--- src/hdl/cnft_pkg.sv ---
// types, constants and search helpers shared by the next cron match block
package cnft_pkg;

	localparam int unsigned MINS_PER_HOUR = 60;
	localparam int unsigned HOURS_PER_DAY = 24;
	localparam int unsigned DAYS_PER_WEEK = 7;
	localparam int unsigned MINS_PER_DAY  = MINS_PER_HOUR * HOURS_PER_DAY;
	localparam int unsigned MINS_PER_WEEK = MINS_PER_DAY * DAYS_PER_WEEK;

	localparam int unsigned MINUTE_W = 6;
	localparam int unsigned HOUR_W   = 5;
	localparam int unsigned WEEKDAY_W = 3;
	localparam int unsigned AHEAD_W  = 14;
	localparam int unsigned CFG_IDX_W = 2;
	localparam int unsigned CFG_DATA_W = 60;

	typedef enum logic [CFG_IDX_W-1:0] {
		REG_MINUTE_MASK  = 2'd0,
		REG_HOUR_MASK    = 2'd1,
		REG_WEEKDAY_MASK = 2'd2
	} cfg_reg_t;

	typedef struct packed {
		logic [WEEKDAY_W-1:0] cur_weekday;
		logic [HOUR_W-1:0]    cur_hour;
		logic [MINUTE_W-1:0]  cur_minute;
	} query_t;

	typedef struct packed {
		logic [WEEKDAY_W-1:0] next_weekday;
		logic [HOUR_W-1:0]    next_hour;
		logic [MINUTE_W-1:0]  next_minute;
		logic [AHEAD_W-1:0]   minutes_ahead;
		logic                 no_match;
	} result_t;

	typedef struct packed {
		logic [MINS_PER_HOUR-1:0] minute_mask;
		logic [HOURS_PER_DAY-1:0] hour_mask;
		logic [DAYS_PER_WEEK-1:0] weekday_mask;
	} masks_t;

	// lowest set minute
	function automatic logic [MINUTE_W-1:0] low_minute(input logic [MINS_PER_HOUR-1:0] v);
		logic [MINUTE_W-1:0] r;
		r = '0;
		for (int i = MINS_PER_HOUR - 1; i >= 0; i--) begin
			if (v[i]) begin
				r = MINUTE_W'(i);
			end
		end
		return r;
	endfunction

	// lowest set hour
	function automatic logic [HOUR_W-1:0] low_hour(input logic [HOURS_PER_DAY-1:0] v);
		logic [HOUR_W-1:0] r;
		r = '0;
		for (int i = HOURS_PER_DAY - 1; i >= 0; i--) begin
			if (v[i]) begin
				r = HOUR_W'(i);
			end
		end
		return r;
	endfunction

endpackage

--- src/hdl/cnft_cfg.sv ---
// schedule mask registers and their write decode
module cnft_cfg (
	input  logic                               clk,
	input  logic                               arst_n,
	input  logic                               cfg_valid,
	input  logic                               cfg_ready,
	input  logic [cnft_pkg::CFG_IDX_W-1:0]     cfg_index,
	input  logic [cnft_pkg::CFG_DATA_W-1:0]    cfg_data,
	output cnft_pkg::masks_t                   masks
);

	cnft_pkg::masks_t masks_q;

	always_ff @(posedge clk or negedge arst_n) begin
		if (!arst_n) begin
			masks_q <= '1;
		end else if (cfg_valid && cfg_ready) begin
			unique case (cfg_index)
				cnft_pkg::REG_MINUTE_MASK: begin
					masks_q.minute_mask <= cfg_data[cnft_pkg::MINS_PER_HOUR-1:0];
				end
				cnft_pkg::REG_HOUR_MASK: begin
					masks_q.hour_mask <= cfg_data[cnft_pkg::HOURS_PER_DAY-1:0];
				end
				cnft_pkg::REG_WEEKDAY_MASK: begin
					masks_q.weekday_mask <= cfg_data[cnft_pkg::DAYS_PER_WEEK-1:0];
				end
				default: begin
				end
			endcase
		end
	end

	assign masks = masks_q;

endmodule

--- src/hdl/cnft_search.sv ---
// next matching minute search: minute, hour and weekday circular encodes
module cnft_search (
	input  cnft_pkg::query_t  query,
	input  cnft_pkg::masks_t  masks,
	output cnft_pkg::result_t result
);

	logic [cnft_pkg::WEEKDAY_W-1:0]     wd;
	logic [cnft_pkg::HOUR_W-1:0]        hr;
	logic [cnft_pkg::MINUTE_W-1:0]      mn;
	logic [cnft_pkg::MINS_PER_HOUR-1:0] min_above;
	logic [cnft_pkg::HOURS_PER_DAY-1:0] hour_above;
	logic [cnft_pkg::MINUTE_W-1:0]      min_first;
	logic [cnft_pkg::HOUR_W-1:0]        hour_first;
	logic                               empty;
	logic                               today;
	logic [cnft_pkg::WEEKDAY_W-1:0]     day_sel;
	logic [cnft_pkg::WEEKDAY_W:0]       day_off;
	logic [cnft_pkg::WEEKDAY_W:0]       day_idx;
	logic [cnft_pkg::HOUR_W-1:0]        hour_sel;
	logic [cnft_pkg::MINUTE_W-1:0]      min_sel;
	logic [15:0]                        ahead;

	always_comb begin
		// out-of-range time saturates
		wd = (query.cur_weekday > 3'd6) ? 3'd6 : query.cur_weekday;
		hr = (query.cur_hour > 5'd23) ? 5'd23 : query.cur_hour;
		mn = (query.cur_minute > 6'd59) ? 6'd59 : query.cur_minute;

		for (int i = 0; i < cnft_pkg::MINS_PER_HOUR; i++) begin
			min_above[i] = masks.minute_mask[i] && (cnft_pkg::MINUTE_W'(i) > mn);
		end
		for (int i = 0; i < cnft_pkg::HOURS_PER_DAY; i++) begin
			hour_above[i] = masks.hour_mask[i] && (cnft_pkg::HOUR_W'(i) > hr);
		end
		min_first  = cnft_pkg::low_minute(masks.minute_mask);
		hour_first = cnft_pkg::low_hour(masks.hour_mask);
		empty = !(|masks.minute_mask) || !(|masks.hour_mask) || !(|masks.weekday_mask);
		today = masks.weekday_mask[wd];

		// following days, a full week round onto the same weekday
		day_sel = wd;
		day_off = 4'd7;
		for (int k = cnft_pkg::DAYS_PER_WEEK; k >= 1; k--) begin
			day_idx = 4'(wd) + 4'(k);
			if (day_idx >= 4'd7) begin
				day_idx = day_idx - 4'd7;
			end
			if (masks.weekday_mask[day_idx[cnft_pkg::WEEKDAY_W-1:0]]) begin
				day_sel = day_idx[cnft_pkg::WEEKDAY_W-1:0];
				day_off = 4'(k);
			end
		end

		if (today && masks.hour_mask[hr] && (|min_above)) begin
			day_sel  = wd;
			day_off  = '0;
			hour_sel = hr;
			min_sel  = cnft_pkg::low_minute(min_above);
		end else if (today && (|hour_above)) begin
			day_sel  = wd;
			day_off  = '0;
			hour_sel = cnft_pkg::low_hour(hour_above);
			min_sel  = min_first;
		end else begin
			hour_sel = hour_first;
			min_sel  = min_first;
		end

		ahead = 16'(day_off) * 16'(cnft_pkg::MINS_PER_DAY)
			+ 16'(hour_sel) * 16'(cnft_pkg::MINS_PER_HOUR) + 16'(min_sel)
			- 16'(hr) * 16'(cnft_pkg::MINS_PER_HOUR) - 16'(mn);

		if (empty) begin
			result = '0;
			result.no_match = 1'b1;
		end else begin
			result.next_weekday  = day_sel;
			result.next_hour     = hour_sel;
			result.next_minute   = min_sel;
			result.minutes_ahead = ahead[cnft_pkg::AHEAD_W-1:0];
			result.no_match      = 1'b0;
		end
	end

endmodule

--- src/hdl/cron_next_fire_time.sv ---
// top level: next cron match time, query register, search and result register
// Each query beat (weekday, hour, minute) yields one result beat giving the
// next minute strictly after it whose weekday, hour and minute are all set in
// the three schedule masks, and how many minutes ahead it lies (1 to 10080).
// Query input register, combinational search, result register. A new query is
// taken every cycle unless query_stall holds it, so sustained rate is one
// query per cycle. An empty mask gives a result with no_match set and all
// other fields zero. Masks reset to all ones; the user must write them through
// the config port only while no query is in flight (the block does not check).
module cron_next_fire_time (
	input  logic                               clk,
	input  logic                               arst_n,
	input  logic                               query_valid,
	output logic                               query_stall,
	input  cnft_pkg::query_t                   query,
	output logic                               result_valid,
	input  logic                               result_stall,
	output cnft_pkg::result_t                  result,
	input  logic                               cfg_valid,
	output logic                               cfg_ready,
	input  logic [cnft_pkg::CFG_IDX_W-1:0]     cfg_index,
	input  logic [cnft_pkg::CFG_DATA_W-1:0]    cfg_data
);

	cnft_pkg::masks_t  masks;
	cnft_pkg::query_t  query_s1;
	logic              valid_s1;
	cnft_pkg::result_t found;
	cnft_pkg::result_t result_s2;
	logic              valid_s2;
	logic              advance;

	assign cfg_ready = 1'b1;

	cnft_cfg u_cfg (
		.clk       (clk),
		.arst_n    (arst_n),
		.cfg_valid (cfg_valid),
		.cfg_ready (cfg_ready),
		.cfg_index (cfg_index),
		.cfg_data  (cfg_data),
		.masks     (masks)
	);

	cnft_search u_search (
		.query  (query_s1),
		.masks  (masks),
		.result (found)
	);

	assign advance     = !valid_s2 || !result_stall;
	assign query_stall = valid_s1 && !advance;

	always_ff @(posedge clk or negedge arst_n) begin
		if (!arst_n) begin
			valid_s1 <= 1'b0;
		end else if (!query_stall) begin
			valid_s1 <= query_valid;
		end
	end

	always_ff @(posedge clk) begin
		if (!query_stall && query_valid) begin
			query_s1 <= query;
		end
	end

	always_ff @(posedge clk or negedge arst_n) begin
		if (!arst_n) begin
			valid_s2 <= 1'b0;
		end else if (advance) begin
			valid_s2 <= valid_s1;
		end
	end

	always_ff @(posedge clk) begin
		if (advance && valid_s1) begin
			result_s2 <= found;
		end
	end

	assign result_valid = valid_s2;
	assign result       = result_s2;

`ifndef SYNTHESIS
	a_ahead_range: assert property (@(posedge clk) disable iff (!arst_n)
		result_valid && !result.no_match |->
			result.minutes_ahead != '0 && result.minutes_ahead <= 14'd10080)
		else $error("minutes ahead out of range");

	a_no_match_zero: assert property (@(posedge clk) disable iff (!arst_n)
		result_valid && result.no_match |-> result.minutes_ahead == '0)
		else $error("no match beat carries a distance");

	a_minute_allowed: assert property (@(posedge clk) disable iff (!arst_n)
		result_valid && !result.no_match |->
			result.next_minute <= 6'd59 && masks.minute_mask[result.next_minute])
		else $error("reported minute not in mask");

	a_hour_allowed: assert property (@(posedge clk) disable iff (!arst_n)
		result_valid && !result.no_match |->
			result.next_hour <= 5'd23 && masks.hour_mask[result.next_hour])
		else $error("reported hour not in mask");

	a_stall_back: assert property (@(posedge clk) disable iff (!arst_n)
		valid_s1 && valid_s2 && result_stall |-> query_stall)
		else $error("query taken while both stages are held");
`endif

endmodule

--- config.mk ---
export PLATFORM = sky130hd
export DESIGN_NAME = cron_next_fire_time
export DESIGN_NICKNAME = d
export VERILOG_FILES = /design/src/hdl/cnft_pkg.sv /design/src/hdl/cnft_cfg.sv /design/src/hdl/cnft_search.sv /design/src/hdl/cron_next_fire_time.sv
export SDC_FILE = /design/constraint.sdc
export NUM_CORES = 1
export LEC_CHECK = 0
export BUFFER_PORTS_ARGS = -buffer_cell sky130_fd_sc_hd__buf_2
export CAP_MARGIN = 0
export CORE_MARGIN = 5
export CORE_UTILIZATION = 40
export DETAILED_ROUTE_END_ITERATION = 8
export PLACE_DENSITY = 0.63
export SLEW_MARGIN = 0
export SYNTH_ARGS = -nofsm -noshare
export SYNTH_HDL_FRONTEND = slang
export SYNTH_SLANG_ARGS = --single-unit
--- constraint.sdc ---
create_clock -name clk -period 19.34 [get_ports clk]
set_input_delay 3.868 -clock clk [delete_from_list [all_inputs] [get_ports clk]]
set_output_delay 3.868 -clock clk [all_outputs]
set_load 0.1 [all_outputs]
==> metrics, run 1 <==
count of unresolved DRC violations after routing 0; dominant register cell in the synthesized netlist dfstp_2; I/O pin cnt ~110; gp weighted congestion 0.9383; power density cells between 150 and 200 mW/mm^2; gate count after technology mapping between 1000 and 1500; TritonCTS clock tree done; Total Wirelength between 30 and 40 mm; worst r2r path cells 30; CP Data Required Time 19.51 ns; maxcap violations 0; crit path max-delay cell type edfxtp_1; number of register bits inferred by synthesis about 140; number of buffers created by CTS 17; Die Wd about 190 microns; Crit path arrival time a little under 10 ns; net count after synthesis 1544; number of detailed-route iterations in the first pass 6; Slew Viols, Final 0; Placement Cell Area between 0.01 and 0.015 sq mm; P&R area growth vs syn 11.16%; reported leakage power between 5 and 6 nW; worst min-delay path startpoint valid_s1; cell area after synthesis about 0.012 sq mm; starting utilization of the core area approximately 41%; number of hold-repair buffers added at the cts stage 0; reg-to-reg endpoint result[14]; via count of the first global-routing pass between 10000 and 15000; # fillers just over 3000; Post-CTS Resized 0; setup violation total in the final timing report 0; critical path peak fanout 19; post-synthesis async set-or-reset flop share between 60% and 70%; row count between 60 and 70; worst hold path stage count 1; total number of nets in the final design about 1600; Largest stage delay, worst path about 0.83 ns; slack of the worst reg-to-reg path between 9 and 10 ns; number of violations reported at the end of detailed-routing iteration 0 around 1000; count of yosys warnings during synthesis 0; Detail Route Antenna Nets 0; final period utilization 49.00%; clock-pin slew reported for the worst setup and hold paths after clock tree synthesis 0.07 ns; count of unique library cells instantiated by Yosys slightly below 100; register area share after synthesis 30.10%; first-pass GRT wire length around 60 mm; minimum period implied by the final worst setup slack around 9.5 ns; antenna cells 0; highest achievable clock rate around 110 MHz; DPL Wire Length 28.28 mm; worst voltage drop across the vdd grid ~0.29 mV; clock tree skew after final layout about 0.018 ns; fraction of layout instances using a drive strength above 1 26.07%; Critical Path Start Type flip-flop; Remaining Overflow, GRT 0; CTS H-tree lvls 4; WL/cell ~20 microns; overall fraction of global-route tracks in use 21.24%; floorplan die area approximately 0.035 sq mm; Chip Height roughly 190 microns; postcts setup bufs 0; Worst Hold Path EP result_valid; start-to-end type of the worst setup path flip-flop to flip-flop; ratio of routed vias to standard cells a little under 6; maximum number of pins on one net before global-route repair between 70 and 80; nature of the critical path endpoint flip-flop; clk_lat worst skew around 0.44 ns; number of sinks driven by the clock tree about 140; number of hold violations in the final report 0; area of all placed cells without fillers roughly 0.014 sq mm; cell at the root of the clock tree clkbuf_16; cell with the most instances on the worst path fa_1; Tightest Pin Transition ~1.1 ns; start point of the critical path query_s1[10]; core box area 0.03059 sq mm; normalized max-slew margin about a quarter; buffer levels on the longest clock path 2; class of the tightest hold or removal check flip-flop to flip-flop; antenna violations before repair 3; total negative setup slack 0 ns; Mapped Avg Cell Area roughly 9.2 sq um; run status finished clean; launching point of the worst reg2reg path query_s1[10]; RSZ-0062 raised after global routing false; # port buffers between 100 and 150; number of synthesized flops with an enable pin 43; total via count after detailed routing ~11000
==> cell usage in the layout (no fill, tap or decap), types with 21 or more instances in the layout <==
cell and n:
nor4_1 22, edfxtp_1 43, a21oi_1 88, fa_1 31
nor2_1 88, nand3_1 48, mux2_2 83, o21ai_0 68
mux2i_1 24, nand2b_1 22, a211oi_1 21, ha_1 80
dfstp_2 91, nor3_1 25, inv_1 106, nand2_1 109
xnor2_1 22, buf_2 110
==> routing by layer <==
metal | GRT usage [%] | vias to the layer above | share of wire [%]
met2 | 31.53 | 456 | 43
met5 | 0 | - | 0.035
met3 | 4.182 | 52 | 7.8
li1 | - | 5131 | -
met1 | 31.67 | 5331 | 47
met4 | 5.509 | 2 | 2.0
==> cell type report <==
type                       count  area [sq um]  area share, %
sequential                   136          3732          27.08
multi-input combinational   1043          7935          57.57
inverter                     110         412.9          2.995
clock inverter                15         150.1          1.089
timing repair buffer         121         633.1          4.593
clock buffer                  17         425.4          3.086
tap                          396         495.5          3.594
==> metrics by stage <==
step	std cells	power, mW	hold slack, ns	setup slack (ns)	util, %
CTS	1838	2.764	0.4825	9.966	45.06
global placement	1806	2.392	0.4752	10.01	43.18
floorplan	1352	2.061	0.4434	10.88	-
finish	1838	2.753	0.4787	9.863	45.06
detailed placement	1806	2.414	0.4745	9.994	43.18
global route	1838	3.053	0.5080	9.267	45.06
==> synthesized netlist by cell type (all sizes together) (7+ instances only) <==
| library cell | number | share of area, % |
|---|---|---|
| o211ai | 17 | 1.1 |
| o21ai | 73 | 3.0 |
| clkbuf | 31 | 0.95 |
| xnor2 | 23 | 1.7 |
| nor2b | 20 | 1.0 |
| and3 | 17 | 0.86 |
| buf | 32 | 1.8 |
| xor2 | 8 | 0.57 |
| nor4 | 25 | 1.6 |
| mux2 | 83 | 7.5 |
| nand2b | 22 | 1.1 |
| mux2i | 24 | 1.9 |
| a31oi | 16 | 0.81 |
| nand3 | 51 | 2.2 |
| ha | 80 | 8.1 |
| inv | 109 | 3.3 |
| nand4 | 11 | 0.55 |
| fa | 31 | 5.0 |
| nor3 | 25 | 1.0 |
| edfxtp | 43 | 10 |
| o21a | 10 | 0.61 |
| a21boi | 9 | 0.54 |
| and2 | 9 | 0.45 |
| a2111oi | 7 | 0.49 |
| o31ai | 13 | 0.90 |
| a311oi | 8 | 0.57 |
| dfstp | 91 | 19 |
| a21o | 20 | 1.2 |
| o221ai | 8 | 0.57 |
| a211oi | 21 | 1.3 |
| nor2 | 88 | 2.7 |
| nand2 | 109 | 3.3 |
| a21oi | 91 | 3.8 |
| o21bai | 18 | 1.1 |
==> worst max-delay path by stage <==
stage,endpoint,slack [ns],depth (start not counted)
3_3_place_gp,result[14],10.01,29
3_5_place_dp,result[14],9.99,29
5_1_grt,result[14],9.27,30
4_1_cts,result[14],9.97,29
2_1_floorplan,query_stall,10.88,2
6_report,result[14],9.86,30
==> sequential cells by signal (all words and copies together), names as in the netlist <==
register,flops
query_s1,14
result,29
result_valid,1
u_cfg.masks,91
valid_s1,1
==> power by group <==
group,total [mW],switching [mW],internal [mW]
registers,0.559,0.0774,0.482
clock network,0.327,0.155,0.172
logic,1.87,1.09,0.778
==> cell families after synthesis <==
| group | Yosys count | share of synthesized area, % |
|---|---|---|
| compound gates | 386 | 21.65 |
| flops | 136 | 30.10 |
| mux | 113 | 10.59 |
| fa+ha+maj | 111 | 13.08 |
| simple gates | 401 | 16.20 |
| buf+inv | 173 | 6.094 |
| xor+xnor | 31 | 2.250 |
| other cells | 1 | 0.03024 |
==> worst max-delay path, delay by kind of cell, from the launching register on <==
family / cells / cell delay [ns]
compound gates: 13 / 3.65
fa+ha+maj: 7 / 3.11
simple gates: 4 / 0.84
flops: 1 / 0.83
buf+inv: 4 / 0.54
xor+xnor: 2 / 0.26
Power figures use the tool's default switching activity.
==> run 2: changes to the inputs <==
--- a/config.mk
+++ b/config.mk
@@ -5,12 +5,13 @@
 export SDC_FILE = /design/constraint.sdc
 export NUM_CORES = 1
 export LEC_CHECK = 0
+export ABC_AREA = 1
 export BUFFER_PORTS_ARGS = -buffer_cell sky130_fd_sc_hd__buf_2
 export CAP_MARGIN = 0
 export CORE_MARGIN = 5
 export CORE_UTILIZATION = 40
 export DETAILED_ROUTE_END_ITERATION = 8
-export PLACE_DENSITY = 0.63
+export PLACE_DENSITY = 0.64
 export SLEW_MARGIN = 0
 export SYNTH_ARGS = -nofsm -noshare
 export SYNTH_HDL_FRONTEND = slang
==> constraint.sdc (replaced) <==
create_clock -name clk -period 9.2 [get_ports clk]
set_input_delay 1.84 -clock clk [delete_from_list [all_inputs] [get_ports clk]]
set_output_delay 1.84 -clock clk [all_outputs]
set_load 0.1 [all_outputs]
==> run 2 against run 1 <==
  * Die area is 3.9% lower
  * Clock-buffer cell count stayed put
  * Synthesized cell count up 26%
  * Clock power grew 110%
  * Fmax is 12% higher
  * Cell count rose by 21%
  * Sequential power grew 86%
  * Critical path depth increased by 14
  * Via count up 3.3%
  * Worst hold slack gained 0.021 ns
  * Combinational power is 96% higher
  * Core utilization rose by 1.2 points
  * Largest power group unchanged
  * Highest routed layer is now met4
==> metrics, run 2 <==
worst r2r path cells 44 (+47%); total via count after detailed routing 11331 (+3.3%); class of the tightest hold or removal check flip-flop to flip-flop; post-synthesis async set-or-reset flop share 68.38% (unchanged); Mapped Avg Cell Area 7.001 sq um (-24%); buffer levels on the longest clock path 2 (unchanged); start-to-end type of the worst setup path flip-flop to flip-flop; most frequent cells after synthesis nand2_1, inv_1, nor2_1, o21ai_0, a21oi_1; Critical Path Start Type flip-flop; slack of the worst reg-to-reg path 0.75 ns (-9.11 ns); starting utilization of the core area 40.35% (-0.19 points); normalized max-slew margin 31.50% (+4.9 points); P&R area growth vs syn 14.58%; run status finished clean; setup violation total in the final timing report 0 (unchanged); number of hold violations in the final report 0 (unchanged); launching point of the worst reg2reg path query_s1[1]; first-pass GRT wire length 56.38 mm (-3.6%); reg-to-reg endpoint result[14]; count of unresolved DRC violations after routing 0 (unchanged); register area share after synthesis 31.38% (+1.3 points); cell with the most instances on the worst path nor2_1; count of unique library cells instantiated by Yosys 57 (-42%); minimum period implied by the final worst setup slack 8.451 ns (-1.026 ns); CP Data Required Time 9.37 ns (-10.14 ns); number of hold-repair buffers added at the cts stage 0 (unchanged); worst hold path stage count 2 (+1); row count 63 (-1.6%); Largest stage delay, worst path 0.54 ns (-0.29 ns); antenna cells 0 (unchanged); power density cells 395.7 mW/mm^2 (+98%); most frequently used cell type in the post-synthesis netlist nand2_1; leading post-synthesis cells by cell area dfstp_2, nand2_1, edfxtp_1; uppermost signal routing layer after detailed routing met4; Crit path arrival time 8.62 ns (-1.03 ns); Largest register FFs 91 (unchanged); CTS H-tree lvls 4 (unchanged); reported leakage power 6.777 nW (+18%); Detail Route Antenna Nets 0 (unchanged); clock-pin slew reported for the worst setup and hold paths after clock tree synthesis 0.07 ns (about the same); number of violations reported at the end of detailed-routing iteration 0 763 (-24%); maximum number of pins on one net before global-route repair 116 (+61%); floorplan die area 0.03329 sq mm (-3.9%); critical path peak fanout 12 (-7); most common cell after layout, fill and taps aside nand2_1; core box area 0.02948 sq mm (-3.6%); I/O pin cnt 113 (unchanged); nature of the critical path endpoint flip-flop; number of register bits inferred by synthesis 136 (unchanged); total length of routed met2 wires 15.43 mm (-3.6%); dominant register cell in the synthesized netlist dfstp_2; number of buffers created by CTS 17 (unchanged); crit path max-delay cell type edfxtp_1; final period utilization 91.86% (+43 points); highest achievable clock rate 118.3 MHz (+12%); Die Wd 182.4 microns (-1.9%); gp weighted congestion 0.9633 (+2.7%); maxcap violations 0 (unchanged); worst min-delay path startpoint u_cfg.masks[61]; Slew Viols, Final 0 (unchanged); TritonCTS clock tree done; number of synthesized flops with an enable pin 43 (unchanged); number of detailed-route iterations in the first pass 5 (-1); overall fraction of global-route tracks in use 20.73% (-0.51 points); Total Power Consumption 5.393 mW (+96%); cell at the root of the clock tree clkbuf_16; clock tree skew after final layout 0.008573 ns (-0.009836 ns); DRT met1 WL 16.46 mm (-4.8%); cell area after synthesis 0.01190 sq mm (-4.1%); net count after synthesis 1891 (+22%); count of yosys warnings during synthesis 0 (unchanged); WL/cell 15.54 microns (-23%); Chip Height 182.4 microns (-1.9%); cell accounting for the most synthesized area dfstp_2; total negative setup slack 0 ns (unchanged); Remaining Overflow, GRT 0 (unchanged); gate count after technology mapping 1699 (+26%); Worst Hold Path EP u_cfg.masks[61]; number of sinks driven by the clock tree 136 (unchanged); # fillers 3031 (+0.23%); Tightest Pin Transition 1.025 ns (-0.06381 ns); Total Wirelength 34.55 mm (-6.4%); highest-count cells in the layout ignoring fill and taps nand2_1, inv_1, nor2_1, o21ai_0, a21oi_1; RSZ-0062 raised after global routing false; met3 WL post-DR 2.117 mm (-26%); total number of nets in the final design 2013 (+24%); via count of the first global-routing pass 11051 (+5.3%); # port buffers 111 (unchanged); fraction of synthesized cell area taken by the top area cell type 20.10% (+0.82 points); worst voltage drop across the vdd grid 0.4028 mV (+41%); ratio of routed vias to standard cells 5.095 (-15%); antenna violations before repair 0 (-3); clk_lat worst skew 0.43 ns (about the same); DPL Wire Length 27.76 mm (-1.8%); fraction of layout instances using a drive strength above 1 16.85% (-9.2 points)
## run 2: changes by cell type in the layout (fill, tap and decap cells not counted), sizes merged, moves of 16 or more
cell and delta:
a21o -16, a21oi +25, and3 -16, buf +20, inv +201, mux2 -78
mux2i -24, nand2 +276, nand2b -22, nor2 +161, nor2b -20, nor4 -18
o21ai +63
## run 2: what timing repair did
action / CTS / global route
resized for setup: 0 / 4
setup endpoints to repair: 0 / 2
setup buffers: 0 / 10
## run 2: worst max-delay path by stage
stage	depth (start not counted)	from	endpoint
2_1_floorplan	52	query_s1[10]	result[14]
3_3_place_gp	47	query_s1[5]	result[14]
3_5_place_dp	47	query_s1[5]	result[14]
4_1_cts	47	query_s1[5]	result[14]
5_1_grt	41	query_s1[10]	result[14]
6_report	44	query_s1[1]	result[14]
## run 2: cell type report
| class | count | area, sq um | area share, % |
|---|---|---|---|
| timing repair buffer | 141 | 783.3 | 5.747 |
| clock inverter | 15 | 161.4 | 1.184 |
| inverter | 316 | 1186 | 8.703 |
| multi-input combinational | 1209 | 6853 | 50.28 |
| clock buffer | 17 | 425.4 | 3.121 |
| tap | 390 | 488.0 | 3.580 |
| sequential | 136 | 3732 | 27.38 |
## run 2: cells by family after synthesis
logic type / count (synthesis) / share of synthesized area, %
compound gates: 350 / 16.95
buf+inv: 354 / 11.41
xor+xnor: 18 / 1.325
other cells: 1 / 0.03153
mux: 5 / 0.4733
fa+ha+maj: 111 / 13.63
flops: 136 / 31.38
simple gates: 724 / 24.80
## run 2: stage by stage
stage / setup slack, ns / hold WS, ns / util [%] / instance area, sq um / cells
2_1_floorplan: 1.011 / 0.4331 / - / 11900 / 1699
3_3_place_gp: 0.5672 / 0.4876 / 43.93 / 12950 / 2182
3_5_place_dp: 0.4547 / 0.4907 / 43.93 / 12950 / 2182
4_1_cts: 0.4173 / 0.5056 / 45.92 / 13540 / 2214
5_1_grt: 0.003575 / 0.5171 / 46.23 / 13630 / 2224
6_report: 0.7490 / 0.5001 / 46.23 / 13630 / 2224
## run 2: where the power goes
part | total [mW] | leakage, nW | switching (mW) | internal (mW)
clock network | 0.684 | 0.285 | 0.300 | 0.384
logic | 3.67 | 5.10 | 2.26 | 1.41
registers | 1.04 | 1.39 | 0.0897 | 0.953
## run 2: per-layer routing
| layer | GRT usage [%] | vias to the layer above |
|---|---|---|
| met5 | 0 | - |
| met4 | 4.563 | 0 |
| met3 | 3.628 | 48 |
| met2 | 33.03 | 351 |
| met1 | 29.63 | 5224 |
| li1 | - | 5708 |
## run 2: worst max-delay path, delay by kind of cell (launching register included)
kind / cells / cell delay (ns)
AND/OR/NAND/NOR: 22 / 2.71
adder cells (fa/ha/maj): 6 / 2.79
flip-flops: 1 / 0.54
XOR/XNOR: 2 / 0.37
AO/OA/AOI/OAI: 5 / 0.87
buffers and inverters: 9 / 0.92
